[config.mk]
export PLATFORM = sky130hd
export DESIGN_NAME = frame_command_blink_control_top_flat
export DESIGN_NICKNAME = d
export VERILOG_FILES = /design/src/hdl/fcbc_pkg.sv /design/src/hdl/fcbc_in_if.sv /design/src/hdl/fcbc_out_if.sv /design/src/hdl/fcbc_cfg_if.sv /design/src/hdl/fcbc_frame_parser.sv /design/src/hdl/frame_command_blink_control_top.sv /design/src/flat_wrapper.sv
export SDC_FILE = /design/constraint.sdc
export NUM_CORES = 1
export LEC_CHECK = 0
export BUFFER_PORTS_ARGS = -buffer_cell sky130_fd_sc_hd__buf_2
export CAP_MARGIN = 20
export CORE_MARGIN = 3
export CORE_UTILIZATION = 55
export DETAILED_ROUTE_END_ITERATION = 16
export PLACE_DENSITY = 0.74
export SETUP_SLACK_MARGIN = 0.05
export SKIP_LAST_GASP = 1
export SYNTH_ARGS = -nofsm -noshare
export SYNTH_HDL_FRONTEND = slang
export SYNTH_SLANG_ARGS = --single-unit
[constraint.sdc]
create_clock -name clk -period 5.49 [get_ports clk]
set_input_delay 0.549 -clock clk [delete_from_list [all_inputs] [get_ports clk]]
set_output_delay 0.549 -clock clk [all_outputs]
set_load 0.1 [all_outputs]
[src/hdl/fcbc_pkg.sv]
package fcbc_pkg;

	localparam logic [7:0] CH_U     = 8'h55;
	localparam logic [7:0] CH_N     = 8'h4E;
	localparam logic [7:0] CH_E     = 8'h45;
	localparam logic [7:0] CH_R     = 8'h52;
	localparam logic [7:0] CH_COLON = 8'h3A;
	localparam logic [7:0] CH_PLUS  = 8'h2B;
	localparam logic [7:0] CH_MINUS = 8'h2D;

	localparam logic [15:0] INC_STEP_RST  = 16'd10;
	localparam logic [15:0] DEC_STEP_RST  = 16'd5;
	localparam logic [15:0] INIT_CNT_RST  = 16'd50;

	localparam int CFG_IDX_W = 2;
	localparam int CFG_DATA_W = 16;
	localparam int PERIOD_W = 16;

	typedef enum logic [CFG_IDX_W-1:0] {
		REG_INC_STEP = 2'd0,
		REG_DEC_STEP = 2'd1,
		REG_INIT_CNT = 2'd2
	} cfg_reg_t;

	localparam logic OP_BYTE = 1'b0;
	localparam logic OP_TICK = 1'b1;

	typedef enum logic [2:0] {
		POS_U     = 3'd0,
		POS_N     = 3'd1,
		POS_E     = 3'd2,
		POS_R     = 3'd3,
		POS_LEN   = 3'd4,
		POS_COLON = 3'd5,
		POS_CMD   = 3'd6,
		POS_CKS   = 3'd7
	} parse_pos_t;

	typedef struct packed {
		logic       frame_ok;
		logic       run_plus;
		logic       run_minus;
		parse_pos_t pos;
	} parse_stat_t;

endpackage

[src/hdl/fcbc_in_if.sv]
interface fcbc_in_if;
	logic       valid;
	logic       ready;
	logic       operation;
	logic [7:0] rx_byte;

	modport source (output valid, output operation, output rx_byte, input ready);
	modport sink (input valid, input operation, input rx_byte, output ready);
endinterface

[src/hdl/fcbc_out_if.sv]
interface fcbc_out_if;
	logic                         valid;
	logic                         ready;
	logic                         blink_led;
	logic                         ack_led;
	logic                         frame_accepted;
	logic [fcbc_pkg::PERIOD_W-1:0] period_now;

	modport source (output valid, output blink_led, output ack_led,
		output frame_accepted, output period_now, input ready);
	modport sink (input valid, input blink_led, input ack_led,
		input frame_accepted, input period_now, output ready);
endinterface

[src/hdl/fcbc_cfg_if.sv]
interface fcbc_cfg_if;
	logic                            valid;
	logic                            ready;
	logic [fcbc_pkg::CFG_IDX_W-1:0]  index;
	logic [fcbc_pkg::CFG_DATA_W-1:0] data;

	modport source (output valid, output index, output data, input ready);
	modport sink (input valid, input index, input data, output ready);
endinterface

[src/hdl/fcbc_frame_parser.sv]
module fcbc_frame_parser (
	input  logic                  clk,
	input  logic                  arst_n,
	input  logic                  step,
	input  logic [7:0]            rx_byte,
	output fcbc_pkg::parse_stat_t stat
);

	fcbc_pkg::parse_pos_t pos_q, pos_d;
	logic [7:0] cks_q, cks_d;
	logic [7:0] cmd_q, cmd_d;

	// next state
	always_comb begin
		pos_d = pos_q;
		cks_d = cks_q;
		cmd_d = cmd_q;
		unique case (pos_q)
			fcbc_pkg::POS_CMD: begin
				cmd_d = rx_byte;
				cks_d = cks_q ^ rx_byte;
				pos_d = fcbc_pkg::POS_CKS;
			end
			fcbc_pkg::POS_CKS: begin
				pos_d = fcbc_pkg::POS_U;
			end
			default: begin
				if ((pos_q == fcbc_pkg::POS_N && rx_byte == fcbc_pkg::CH_N) ||
						(pos_q == fcbc_pkg::POS_E && rx_byte == fcbc_pkg::CH_E) ||
						(pos_q == fcbc_pkg::POS_R && rx_byte == fcbc_pkg::CH_R) ||
						(pos_q == fcbc_pkg::POS_LEN && rx_byte != 8'd0) ||
						(pos_q == fcbc_pkg::POS_COLON && rx_byte == fcbc_pkg::CH_COLON)) begin
					cks_d = cks_q ^ rx_byte;
					pos_d = fcbc_pkg::parse_pos_t'(pos_q + 3'd1);
				end else if (rx_byte == fcbc_pkg::CH_U) begin
					// restart: this byte opens a new frame
					cks_d = fcbc_pkg::CH_U;
					pos_d = fcbc_pkg::POS_N;
				end else begin
					pos_d = fcbc_pkg::POS_U;
				end
			end
		endcase
	end

	// outputs
	always_comb begin
		stat.pos = pos_q;
		stat.frame_ok = (pos_q == fcbc_pkg::POS_CKS) && (rx_byte == cks_q);
		stat.run_plus = stat.frame_ok && (cmd_q == fcbc_pkg::CH_PLUS);
		stat.run_minus = stat.frame_ok && (cmd_q == fcbc_pkg::CH_MINUS);
	end

	always_ff @(posedge clk or negedge arst_n) begin
		if (!arst_n) begin
			pos_q <= fcbc_pkg::POS_U;
			cks_q <= 8'd0;
			cmd_q <= 8'd0;
		end else if (step) begin
			pos_q <= pos_d;
			cks_q <= cks_d;
			cmd_q <= cmd_d;
		end
	end

endmodule

[src/hdl/frame_command_blink_control_top.sv]
// frame command blink control
// item channel: operation (0 received byte, 1 timer tick) and rx_byte.
// received bytes run a frame parser (header, nonzero length, ':', command,
// xor checksum); a good '+' frame adds increment_step to the period and
// toggles ack_led, a good '-' frame subtracts decrement_step and reloads
// the countdown. ticks count the countdown down; at zero it reloads from
// the period and blink_led toggles.
// result channel: one result per item, with blink_led, ack_led,
// frame_accepted and period_now after that item.
// cfg channel: index 0 increment_step, 1 decrement_step, 2 initial_countdown
// (also loads the countdown); other indexes are ignored. always ready.
// the request loads the input register at the handshake; the result register
// loads from it once the output is free. throughput: one item per cycle while
// the receiver does not stall, set by the combinational state update.
// reset: parser waits for a header start, period and leds clear, countdown
// 50, steps 10 and 5.
// when the receiver stalls, one item waits in the input register and the
// item channel drops ready until the result is taken.
module frame_command_blink_control_top (
	input logic       clk,
	input logic       arst_n,
	fcbc_in_if.sink   item,
	fcbc_out_if.source result,
	fcbc_cfg_if.sink  cfg
);

	localparam int PW = fcbc_pkg::PERIOD_W;

	logic          valid_s1;
	logic          op_s1;
	logic [7:0]    byte_s1;
	logic          advance;

	logic [PW-1:0] inc_q, dec_q;
	logic [PW-1:0] period_q, period_d;
	logic [PW-1:0] count_q, count_d;
	logic          blink_q, blink_d;
	logic          ack_q, ack_d;
	logic          out_valid_q;
	logic          accepted_q;
	logic          is_byte;
	logic          init_wr;
	logic [PW-1:0] count_mid;

	fcbc_pkg::parse_stat_t stat;

	assign advance = valid_s1 && (!out_valid_q || result.ready);
	assign item.ready = !valid_s1 || advance;
	assign cfg.ready = 1'b1;
	assign is_byte = (op_s1 == fcbc_pkg::OP_BYTE);
	assign init_wr = cfg.valid && (cfg.index == fcbc_pkg::REG_INIT_CNT);

	fcbc_frame_parser u_parser (
		.clk     (clk),
		.arst_n  (arst_n),
		.step    (advance && is_byte),
		.rx_byte (byte_s1),
		.stat    (stat)
	);

	always_ff @(posedge clk or negedge arst_n) begin
		if (!arst_n) begin
			valid_s1 <= 1'b0;
		end else if (item.ready) begin
			valid_s1 <= item.valid;
		end
	end

	always_ff @(posedge clk) begin
		if (item.ready && item.valid) begin
			op_s1 <= item.operation;
			byte_s1 <= item.rx_byte;
		end
	end

	always_comb begin
		period_d = period_q;
		ack_d = ack_q;
		count_mid = count_q;
		if (!is_byte) begin
			if (count_q != '0) begin
				count_mid = count_q - PW'(1);
			end
		end else if (stat.run_plus) begin
			period_d = period_q + inc_q;
			ack_d = !ack_q;
		end else if (stat.run_minus) begin
			period_d = period_q - dec_q;
			count_mid = period_d;
		end
		count_d = count_mid;
		blink_d = blink_q;
		if (count_mid == '0) begin
			count_d = period_d;
			blink_d = !blink_q;
		end
	end

	always_ff @(posedge clk or negedge arst_n) begin
		if (!arst_n) begin
			inc_q <= fcbc_pkg::INC_STEP_RST;
			dec_q <= fcbc_pkg::DEC_STEP_RST;
			period_q <= '0;
			count_q <= fcbc_pkg::INIT_CNT_RST;
			blink_q <= 1'b0;
			ack_q <= 1'b0;
			out_valid_q <= 1'b0;
			accepted_q <= 1'b0;
		end else begin
			if (advance) begin
				period_q <= period_d;
				if (!init_wr) begin
					count_q <= count_d;
				end
				blink_q <= blink_d;
				ack_q <= ack_d;
				accepted_q <= is_byte && stat.frame_ok;
				out_valid_q <= 1'b1;
			end else if (result.ready) begin
				out_valid_q <= 1'b0;
			end
			if (cfg.valid) begin
				unique case (cfg.index)
					fcbc_pkg::REG_INC_STEP: inc_q <= cfg.data;
					fcbc_pkg::REG_DEC_STEP: dec_q <= cfg.data;
					fcbc_pkg::REG_INIT_CNT: count_q <= cfg.data;
					default: ;
				endcase
			end
		end
	end

	assign result.valid = out_valid_q;
	assign result.blink_led = blink_q;
	assign result.ack_led = ack_q;
	assign result.frame_accepted = accepted_q;
	assign result.period_now = period_q;

`ifndef SYNTHESIS
	a_stall_only_when_full: assert property (@(posedge clk) disable iff (!arst_n)
		!item.ready |-> (valid_s1 && out_valid_q && !result.ready))
		else $error("item channel stalled without a waiting result");

	a_frame_returns_to_start: assert property (@(posedge clk) disable iff (!arst_n)
		(advance && is_byte && stat.frame_ok) |=> (stat.pos == fcbc_pkg::POS_U))
		else $error("parser did not restart after a good frame");

	a_ack_only_on_plus: assert property (@(posedge clk) disable iff (!arst_n)
		(advance && !(is_byte && stat.run_plus)) |=> $stable(ack_q))
		else $error("ack led changed without a plus frame");

	a_accept_needs_byte: assert property (@(posedge clk) disable iff (!arst_n)
		(advance && !is_byte) |=> !accepted_q)
		else $error("frame accepted on a tick");
`endif

endmodule

[src/flat_wrapper.sv]
// flat-port wrapper written by rule: the top's interface ports become plain ports
module frame_command_blink_control_top_flat 
  (clk, arst_n, item_valid, item_operation, item_rx_byte, item_ready, result_valid, result_blink_led, result_ack_led, result_frame_accepted, result_period_now, result_ready, cfg_valid, cfg_index, cfg_data, cfg_ready);
  fcbc_in_if item_i ();
  fcbc_out_if result_i ();
  fcbc_cfg_if cfg_i ();
  input logic clk;
  input logic arst_n;
  input wire logic [$bits(item_i.valid)-1:0] item_valid;
  input wire logic [$bits(item_i.operation)-1:0] item_operation;
  input wire logic [$bits(item_i.rx_byte)-1:0] item_rx_byte;
  output wire logic [$bits(item_i.ready)-1:0] item_ready;
  output wire logic [$bits(result_i.valid)-1:0] result_valid;
  output wire logic [$bits(result_i.blink_led)-1:0] result_blink_led;
  output wire logic [$bits(result_i.ack_led)-1:0] result_ack_led;
  output wire logic [$bits(result_i.frame_accepted)-1:0] result_frame_accepted;
  output wire logic [$bits(result_i.period_now)-1:0] result_period_now;
  input wire logic [$bits(result_i.ready)-1:0] result_ready;
  input wire logic [$bits(cfg_i.valid)-1:0] cfg_valid;
  input wire logic [$bits(cfg_i.index)-1:0] cfg_index;
  input wire logic [$bits(cfg_i.data)-1:0] cfg_data;
  output wire logic [$bits(cfg_i.ready)-1:0] cfg_ready;
  assign item_i.valid = item_valid;
  assign item_i.operation = item_operation;
  assign item_i.rx_byte = item_rx_byte;
  assign item_ready = item_i.ready;
  assign result_valid = result_i.valid;
  assign result_blink_led = result_i.blink_led;
  assign result_ack_led = result_i.ack_led;
  assign result_frame_accepted = result_i.frame_accepted;
  assign result_period_now = result_i.period_now;
  assign result_i.ready = result_ready;
  assign cfg_i.valid = cfg_valid;
  assign cfg_i.index = cfg_index;
  assign cfg_i.data = cfg_data;
  assign cfg_ready = cfg_i.ready;
  frame_command_blink_control_top u_core (.clk(clk), .arst_n(arst_n), .item(item_i), .result(result_i), .cfg(cfg_i));
endmodule
# Yosys cells after proc, flatten, opt, wreduce, memory -nomap -nowiden

Index checks and enable logic that the tools add are counted.

Register bits: 97
Input bits: 32
Output and inout port bits: 22
Word-level logic and storage cells: 93

$add $sub $neg: 4
Equality and inequality tests: 17
Multiplexer cells: 20
Bitwise operators: 3
Reductions and logical operators: 35

Operator list:

| kind                                                | count |
|---|---|
| two-way mux 16 bit                                  | 12 |
| == test 8 x 7 -> 1 bit (second input constant)      | 4 |
| == test 8 x 6 -> 1 bit (second input constant)      | 3 |
| adder 16 bit                                        | 1 |
| logical NOT 16 bit                                  | 1 |
| two-way mux 8 bit                                   | 2 |
| case mux 8 bit (2 select lines)                     | 1 |
| nonzero test 16 bit                                 | 1 |
| subtractor 16 x 1 -> 16 bit (second input constant) | 1 |
| subtractor 16 bit                                   | 1 |
| logical AND 1 bit                                   | 13 |
| == test 3 bit (second input constant)               | 4 |
| == test 8 bit                                       | 1 |
| AND reduction 2 bit                                 | 4 |
| nonzero test 8 bit                                  | 1 |
| XOR 8 bit                                           | 1 |
| == test 3 x 2 -> 1 bit (second input constant)      | 2 |
| logical OR 1 bit                                    | 6 |
| case mux 3 bit (2 select lines)                     | 1 |
| AND reduction 3 bit                                 | 2 |
| logical NOT 1 bit                                   | 4 |
| adder 3 x 1 -> 3 bit (second input constant)        | 1 |
| == test 3 x 1 -> 1 bit (second input constant)      | 1 |
| two-way mux 1 bit                                   | 3 |
| 7 further kinds                                     | 8 |

# Logic depth before layout (Yosys ltp)

Gate-level depths: netlist of run 1.

Depth in word-level cells: 12
Gate-level depth with buffers: 13
Gate-level depth less buffers: 13

# Hierarchy

A second synthesis of run 1 with hierarchy kept.

Cells, all modules: 791
Area, all modules: 7179.4 µm²

Modules (own cells, without submodules):

| module                          | instances | cells each | area each (µm²) | seq. area each (µm²) |
|---|---|---|---|---|
| frame_command_blink_control_top | 1         | 666        | 5930.7          | 2005.7 |
| fcbc_frame_parser               | 1         | 125        | 1248.7          | 475.5 |

# Worst setup path before layout of run 1

Ideal clock, no wire load.

Kind: register to register
Start point: register u_core.period_q[1], in the netlist u_core.result.period_now[1]
End point: register u_core.count_q[1]
Library setup time: 0.091 ns
Data arrival time: 3.811 ns
Required time: 5.399 ns
Path slack: 1.589 ns
Cell stages (with the launch flop): 13
Path buffers: 0
Period minus slack after synthesis: 3.901 ns
Cell sequence: dfrtp_1 > inv_1 > fa_1 > nor2b_1 > o2111ai_1 > a31o_2 > a31oi_1 > a22oi_1 > nor4_1 > nand3b_1 > nor4_4 > nand2_4 > o31ai_1

Longest elaborated chain between the ends: 10
Elaborated cells between the ends (all ways): 14
Those cells by class: add/sub (2); mux (11); reduce/logical (1)

RTL lines:

| item                     | line                                   | RTL |
|---|---|---|
| start: declaration       | frame_command_blink_control_top.sv:35  | `logic [PW-1:0] period_q, period_d;` |
| start signal: assignment | frame_command_blink_control_top.sv:111 | `period_q <= period_d;` |
| subtractor 16 bit        | frame_command_blink_control_top.sv:88  | `period_d = period_q - dec_q;` |
| two-way mux 16 bit       | frame_command_blink_control_top.sv:87  | `end else if (stat.run_minus) begin` |
| two-way mux 16 bit       | frame_command_blink_control_top.sv:84  | `end else if (stat.run_plus) begin` |
| two-way mux 16 bit       | frame_command_blink_control_top.sv:80  | `if (!is_byte) begin` |
| logical NOT 16 bit       | frame_command_blink_control_top.sv:93  | `if (count_mid == '0) begin` |
| two-way mux 16 bit (*)   | frame_command_blink_control_top.sv:93  |  |
| two-way mux 16 bit (*)   | frame_command_blink_control_top.sv:112 | `if (!init_wr) begin` |
| two-way mux 16 bit (*)   | frame_command_blink_control_top.sv:110 | `if (advance) begin` |
| two-way mux 16 bit       | frame_command_blink_control_top.sv:123 | `unique case (cfg.index)` |
| two-way mux 16 bit (*)   | frame_command_blink_control_top.sv:122 | `if (cfg.valid) begin` |
| end signal: assignment   | frame_command_blink_control_top.sv:104 | `count_q <= fcbc_pkg::INIT_CNT_RST;` |
| end signal: assignment   | frame_command_blink_control_top.sv:113 | `count_q <= count_d;` |
| end signal: assignment   | frame_command_blink_control_top.sv:126 | `fcbc_pkg::REG_INIT_CNT: count_q <= cfg.data;` |
| end: declaration         | frame_command_blink_control_top.sv:36  | `logic [PW-1:0] count_q, count_d;` |

Mark *: on every way between the ends. The rest lies on a longest branch, timed or not.
A chain may end at the register's enable or synchronous reset.

# Worst setup path after layout of run 1

Start point: register u_core.period_q[0], in the netlist u_core.result.period_now[0]
End point: register u_core.count_q[1]

Same word-level chain as after synthesis.

==> qor.yml, run 1 <==
hold_viol: 0
clock_latency_ns: 0.37
avgSynthCellArea_um2: 8.984
antenna_found_initial: 0
ys_seq_area_share_pct: 35.63
p_int_mw: 1.637
synth_top_area_share_pct: 29.11
min_period_over_period_pct: 75.22
gp_congestion: 0.9602
vias: 6358
synth_top_cell_by_area: "dfrtp_1"
critPathLaunch: "u_core.result.period_now[0]"
path_class: "flop to flop"
rr_worst_depth: 13
yosysMostFrequentCell: "dfrtp_1"
synth_ff_type: "dfrtp_1"
relSlewSlack_pct: 27.52
syn_area_mm2: 0.006963
grt_max_degree: 68
core_area_mm2: 0.01221
h-tree-depth: 3
hold_buffers: 0
synth_edf_count: 9
p_per_area_mw_per_mm2: 359.0
cp_top_family: "simple AND/OR/NAND/NOR gates"
pwr-share-clk_pct: 25.7
io_pins: 54
crit_path_start_kind: "flop"
grt_pass1_wl_mm: 33.00
dieArea_mm2: 0.01405
maxSlewViolCount: 0
ant_nets: 0
grt_setup_unrepaired: "false"
switching_power_mw: 1.113
synthCells: 775
cts_buffer_depth: 2
wirelength_mm: 20.60
netlist_top_cells_count: "dfrtp_1 (81), nand2_1 (60), o21ai_0 (59)"
wl_per_cell_um: 21.00
cts.repair.resized: 0
reg2reg_to: "u_core.count_q[1]"
track_usage_pct: 29.61
worst_clock_skew_ns: 0.01538
die_w_um: 118.5
max_freq_mhz: 242.2
max_stage_delay_ns: 0.62
drive_above_1_share_pct: 16.73
path_cells: "inv_1 > ha_1 > fa_1 > nor2b_1 > o2111ai_1 > a31o_2 > a31oi_1 > a22oi_1 > nor4_1 > nand3b_1 > nor4_4 > nand2_4 > o31ai_1"
cp.arrival_ns: 4.41
dp_hpwl_mm: 14.67
syn_to_final_growth_pct: 10.01
die_h_um: 118.5
final_core_util_pct: 62.73
diodes: 0
ir_drop_v: 0.0002054
p_seq_share_pct: 34.7
path_buf_inv: 1
grt-ovfl-total: 0
yosys_warnings: 0
setup-tns-final_ns: 0
ys_async_sr_fraction_pct: 90.72
synth_area_leaders: "dfrtp_1 (29%), ha_1 (6.8%), mux2_2 (6.5%)"
viasPerCell: 6.481
outcome: "completed"
start_util_pct: 57.02
crit_required_ns: 5.77
dr.pass1.iters: 5
ys_types: 74
rrSetupSlack_ns: 1.36
maxCapViolCount: 0
cts_tree: "yes"
finalSetupViolCount: 0
placed_cells: 965
combPwrFrac_pct: 39.6
power.leakage_nw: 3.228
crit_fanout: 9
numCtsBuffers: 9
synth_nets: 847
drt_iter0_markers: 676
fin_nets: 880
io_buffers: 52
synth_seq_cells: 97
fin_crit_ns: 4.129
cts_root_buf: "clkbuf_16"
switching_share_pct: 40.48
cts_sinks: 97
post-cts-setup-buffers: 0
grt_pass1_vias: 6214
drc: 0
cp_slowest_cell: "nor4_4"
clk_pin_slew_ns: 0.08
end_kind: "flop"
r2r_start: "u_core.result.period_now[0]"
hp-class: "input pin to asynchronous set/reset pin"
num_rows: 40
final_cell_count_no_fill: 981
worst_pin_slew_ns: 1.084
[per-layer routing]
metal  up-vias  share of wire (%)  global-route usage (%)
met5         -                  0                       0
li1       2937                  -                       -
met2       288                 46                   47.23
met1      3071                 42                   38.69
met3        62                7.3                   4.833
met4         0                4.8                   15.79
[layout by cell type (no fill, tap or decap), types with 17 or more instances in the layout]
cell,n
nor2_1,48
ha_1,38
nor3_1,17
nand2_1,60
a21oi_1,57
nand2b_1,19
nand3_1,26
buf_2,51
dfrtp_1,81
inv_1,37
xnor2_1,21
mux2_2,40
o21ai_0,59
[power groups by stage]
stage | registers [mW] | clock network [mW] | logic, mW
after floorplan | 1.03 | 0 | 0.720
after global placement | 0.957 | 0 | 1.04
after detailed placement | 0.962 | 0 | 1.06
after CTS | 0.948 | 0.711 | 1.07
after global routing | 0.967 | 0.744 | 1.18
final | 0.955 | 0.707 | 1.09
[flip-flops by register name, indices dropped and copies added, names as in the netlist]
| register | count |
|---|---|
| u_core.result.valid | 1 |
| u_core.op_s1 | 1 |
| u_core.result.period_now | 16 |
| u_core.u_parser.pos_q | 3 |
| u_core.dec_q | 16 |
| u_core.valid_s1 | 1 |
| u_core.result.blink_led | 1 |
| u_core.count_q | 16 |
| u_core.byte_s1 | 8 |
| u_core.result.frame_accepted | 1 |
| u_core.inc_q | 16 |
| u_core.u_parser.cmd_q | 8 |
| u_core.u_parser.cks_q | 8 |
| u_core.result.ack_led | 1 |
[worst max-delay path by stage]
stage / to / slack (ns) / depth (start not counted)
global placement: u_core.count_q[1] / 1.64 / 13
floorplan: u_core.count_q[1] / 1.59 / 12
detailed placement: u_core.count_q[10] / 1.50 / 13
finish: u_core.count_q[1] / 1.36 / 13
global route: u_core.count_q[2] / 1.19 / 11
CTS: u_core.count_q[1] / 1.48 / 13
[metrics by stage]
| step | worst slack (ns) | instance area (um^2) | hold slack [ns] | power [mW] |
|---|---|---|---|---|
| 2_1_floorplan | 1.589 | 6963 | 0.2534 | 1.751 |
| 3_3_place_gp | 1.638 | 7342 | 0.4465 | 2.000 |
| 3_5_place_dp | 1.503 | 7342 | 0.4541 | 2.025 |
| 4_1_cts | 1.477 | 7660 | 0.06868 | 2.730 |
| 5_1_grt | 1.193 | 7660 | 0.07994 | 2.890 |
| 6_report | 1.361 | 7660 | 0.06685 | 2.750 |
[cells by family after synthesis]
| group | share of synthesized area [%] |
|---|---|
| compound gates | 21.17 |
| fa+ha+maj | 7.403 |
| flops | 35.63 |
| xor+xnor | 4.654 |
| buf+inv | 4.187 |
| other cells | 0.05386 |
| simple gates | 18.85 |
| mux | 8.050 |
[cell type report]
class	instances	area, um^2
Fill cell	1093	4552
Timing Repair Buffer	58	307.8
Sequential cell	97	2481
Clock inverter	6	88.84
Multi-Input combinational cell	605	4204
Tap cell	168	210.2
Clock buffer	10	229.0
Inverter	37	138.9
[worst reg2reg max path, stage by stage, from the launching register on]
cell,delay (ns)
dfrtp_1,0.39
inv_1,0.07
ha_1,0.22
fa_1,0.42
nor2b_1,0.23
o2111ai_1,0.23
a31o_2,0.30
a31oi_1,0.27
a22oi_1,0.18
nor4_1,0.38
nand3b_1,0.20
nor4_4,0.62
nand2_4,0.22
o31ai_1,0.31
Power figures use the tool's default switching activity.
==> inputs of run 2 (changes only) <==
ABC_AREA = 1   (was default)
PLACE_DENSITY = 0.77   (was 0.74)
clock period = 3.7 ns   (was 5.49 ns; I/O delays follow)
==> run 2 against run 1 <==
Compared with the run above:
- area after synthesis increased by 9.4%
- critical path type unchanged
- setup slack lost 0.91 ns
- sequential cell count is the same
- first-iteration DRC count up 27%
- synthesized cell count is 45% higher
- routed wire length increased by 5.1%
- fmax up 27%
- non-clock buffer count is 5 higher
- critical path depth grew 7
==> qor.yml, run 2 <==
outcome: "completed"
r2r_start: "u_core.result.period_now[0]"
grt-ovfl-total: 0
cp.arrival_ns: 3.53
synth_area_leaders: "dfrtp_1 (27%), nand2_1 (17%), inv_1 (7.2%)"
ir_drop_v: 0.0003700
rrSetupSlack_ns: 0.45
cts_tree: "yes"
ys_seq_area_share_pct: 32.57
reg2reg_to: "u_core.count_q[12]"
min_period_over_period_pct: 87.73
dieArea_mm2: 0.01530
synth_seq_cells: 97
ff_latch_area_mm2: 0.002481
vias: 7591
syn_to_final_growth_pct: 9.658
endpoint: "u_core.count_q[12]"
die_w_um: 123.7
diodes: 0
clk_pin_slew_ns: 0.07
fin_crit_ns: 3.246
drt_iter0_markers: 860
placed_cell_area_mm2: 0.008043
final_cell_area_mm2: 0.008353
io_pins: 54
core_area_mm2: 0.01340
synthCells: 1127
wirelength_mm: 21.66
wl_per_cell_um: 16.01
cts_sinks: 97
grt_pass1_wl_mm: 34.72
netlist_top_cells_count: "nand2_1 (342), inv_1 (146), nor2_1 (91)"
setup_ws_ns: 0.4538
maxCapViolCount: 0
ys_async_sr_fraction_pct: 90.72
crit_fanout: 16
drc: 0
io_buffers: 52
drive_above_1_share_pct: 12.91
synth_ff_type: "dfrtp_1"
track_usage_pct: 29.44
finalSetupViolCount: 0
dp_hpwl_mm: 16.66
crit_path_start_kind: "flop"
cts.repair.resized: 0
avgSynthCellArea_um2: 6.759
dr.pass1.iters: 5
preCtsSetupSlack_ns: 0.5315
synth_edf_count: 9
viasPerCell: 5.610
final_cell_count_no_fill: 1353
mostFrequentLayoutCell: "nand2_1"
gp_congestion: 0.9826
maxSlewViolCount: 0
num_rows: 42
max_freq_mhz: 308.1
yosysMostFrequentCell: "nand2_1"
setup-tns-final_ns: 0
hold_buffers: 0
grt_pass1_vias: 6738
path_class: "flop to flop"
worst_clock_skew_ns: 0.01100
hold_viol: 0
syn_area_mm2: 0.007617
nFillCells: 1272
post-cts-setup-buffers: 0
synth_top_area_share_pct: 26.61
synth_top_cell_by_area: "dfrtp_1"
fin_nets: 1244
power.leakage_nw: 4.303
numCtsBuffers: 9
start_util_pct: 56.84
clock_latency_ns: 0.36
p_per_area_mw_per_mm2: 711.6
end_kind: "flop"
ant_nets: 0
relSlewSlack_pct: 36.44
cts_root_buf: "clkbuf_16"
multiInputGateArea_mm2: 0.004407
grt_max_degree: 66
cts_buffer_depth: 2
rr_worst_depth: 20
hp-class: "input pin to asynchronous set/reset pin"
placed_cells: 1336
worst_pin_slew_ns: 0.9511
yosys_warnings: 0
antenna_found_initial: 0
h-tree-depth: 3
die_h_um: 123.7
critPathLaunch: "u_core.result.period_now[0]"
mostFrequentLayoutCells: "nand2_1 (342), inv_1 (146), nor2_1 (91)"
grt_setup_unrepaired: "false"
synth_nets: 1199
crit_required_ns: 3.98
ys_types: 50
-- run 2: layout make-up --
| type | instances | area share, % |
|---|---|---|
| Multi-Input combinational cell | 842 | 52.76 |
| Sequential cell | 97 | 29.70 |
| Inverter | 159 | 7.145 |
| Timing Repair Buffer | 63 | 4.224 |
| Clock buffer | 10 | 2.741 |
| Tap cell | 176 | 2.636 |
| Clock inverter | 6 | 0.7939 |
-- run 2: cell families after synthesis --
group                      after synthesis  synth area share, %
and+or+nand+nor                        602                35.36
DFF                                     97                32.57
other                                    1              0.04923
adders and majority gates               40                6.767
AOI/OAI and AO/OA                      175                12.89
buffers and inverters                  188                9.576
xor gates and xnor gates                23                2.645
muxes                                    1               0.1314
-- run 2: worst max-delay path, cell delays in order, from the launching register on --
cell and delay, ns:
dfrtp_1 0.41, inv_1 0.08, ha_1 0.22, fa_1 0.41, inv_1 0.09, nand2_1 0.06
nand2_1 0.06, nand3_1 0.06, nand2_1 0.13, nand2_1 0.09, nand2_1 0.08, nand2_1 0.04
nand3_1 0.09, nand3_1 0.08, nand2_1 0.11, nand2_1 0.09, nor2_4 0.34, nand3_4 0.28
nor2_1 0.23, nand2_1 0.07, a21oi_1 0.12
-- run 2: how the worst min path moves through the flow --
| stage | from | to | slack, ns | cells past startpoint |
|---|---|---|---|---|
| 5_1_grt | arst_n | u_core.u_parser.cks_q[2] | 0.16 | 1 |
| 3_5_place_dp | u_core.result.ack_led | u_core.result.ack_led | 0.46 | 1 |
| 3_3_place_gp | u_core.result.ack_led | u_core.result.ack_led | 0.46 | 1 |
| 6_report | arst_n | u_core.u_parser.cks_q[2] | 0.11 | 1 |
| 4_1_cts | arst_n | u_core.u_parser.cks_q[2] | 0.15 | 1 |
| 2_1_floorplan | arst_n | u_core.count_q[0] | 0.07 | 0 |
-- run 2: through the flow --
| step | total power [mW] | hold slack [ns] | utilization [%] |
|---|---|---|---|
| after global placement | 4.863 | 0.4570 | 60.02 |
| final | 5.944 | 0.1098 | 62.33 |
| after global routing | 6.424 | 0.1605 | 62.33 |
| after CTS | 5.889 | 0.1499 | 62.22 |
| after floorplan | 4.188 | 0.07441 | - |
| after detailed placement | 4.912 | 0.4591 | 60.02 |
-- run 2: routing by layer --
layer  track usage [%]  share of wire [%]  routed length (um)
met4             7.197                1.6                 353
met1             45.07                 47               10210
met2             43.16                 42                9202
met5                 0                  0                   0
met3             4.995                8.7                1889
-- run 2: report_power, final --
group / total [mW] / internal, mW / switching, mW
Clock: 0.968 / 0.530 / 0.438
Sequential: 1.72 / 1.36 / 0.351
Combinational: 3.26 / 1.01 / 2.26
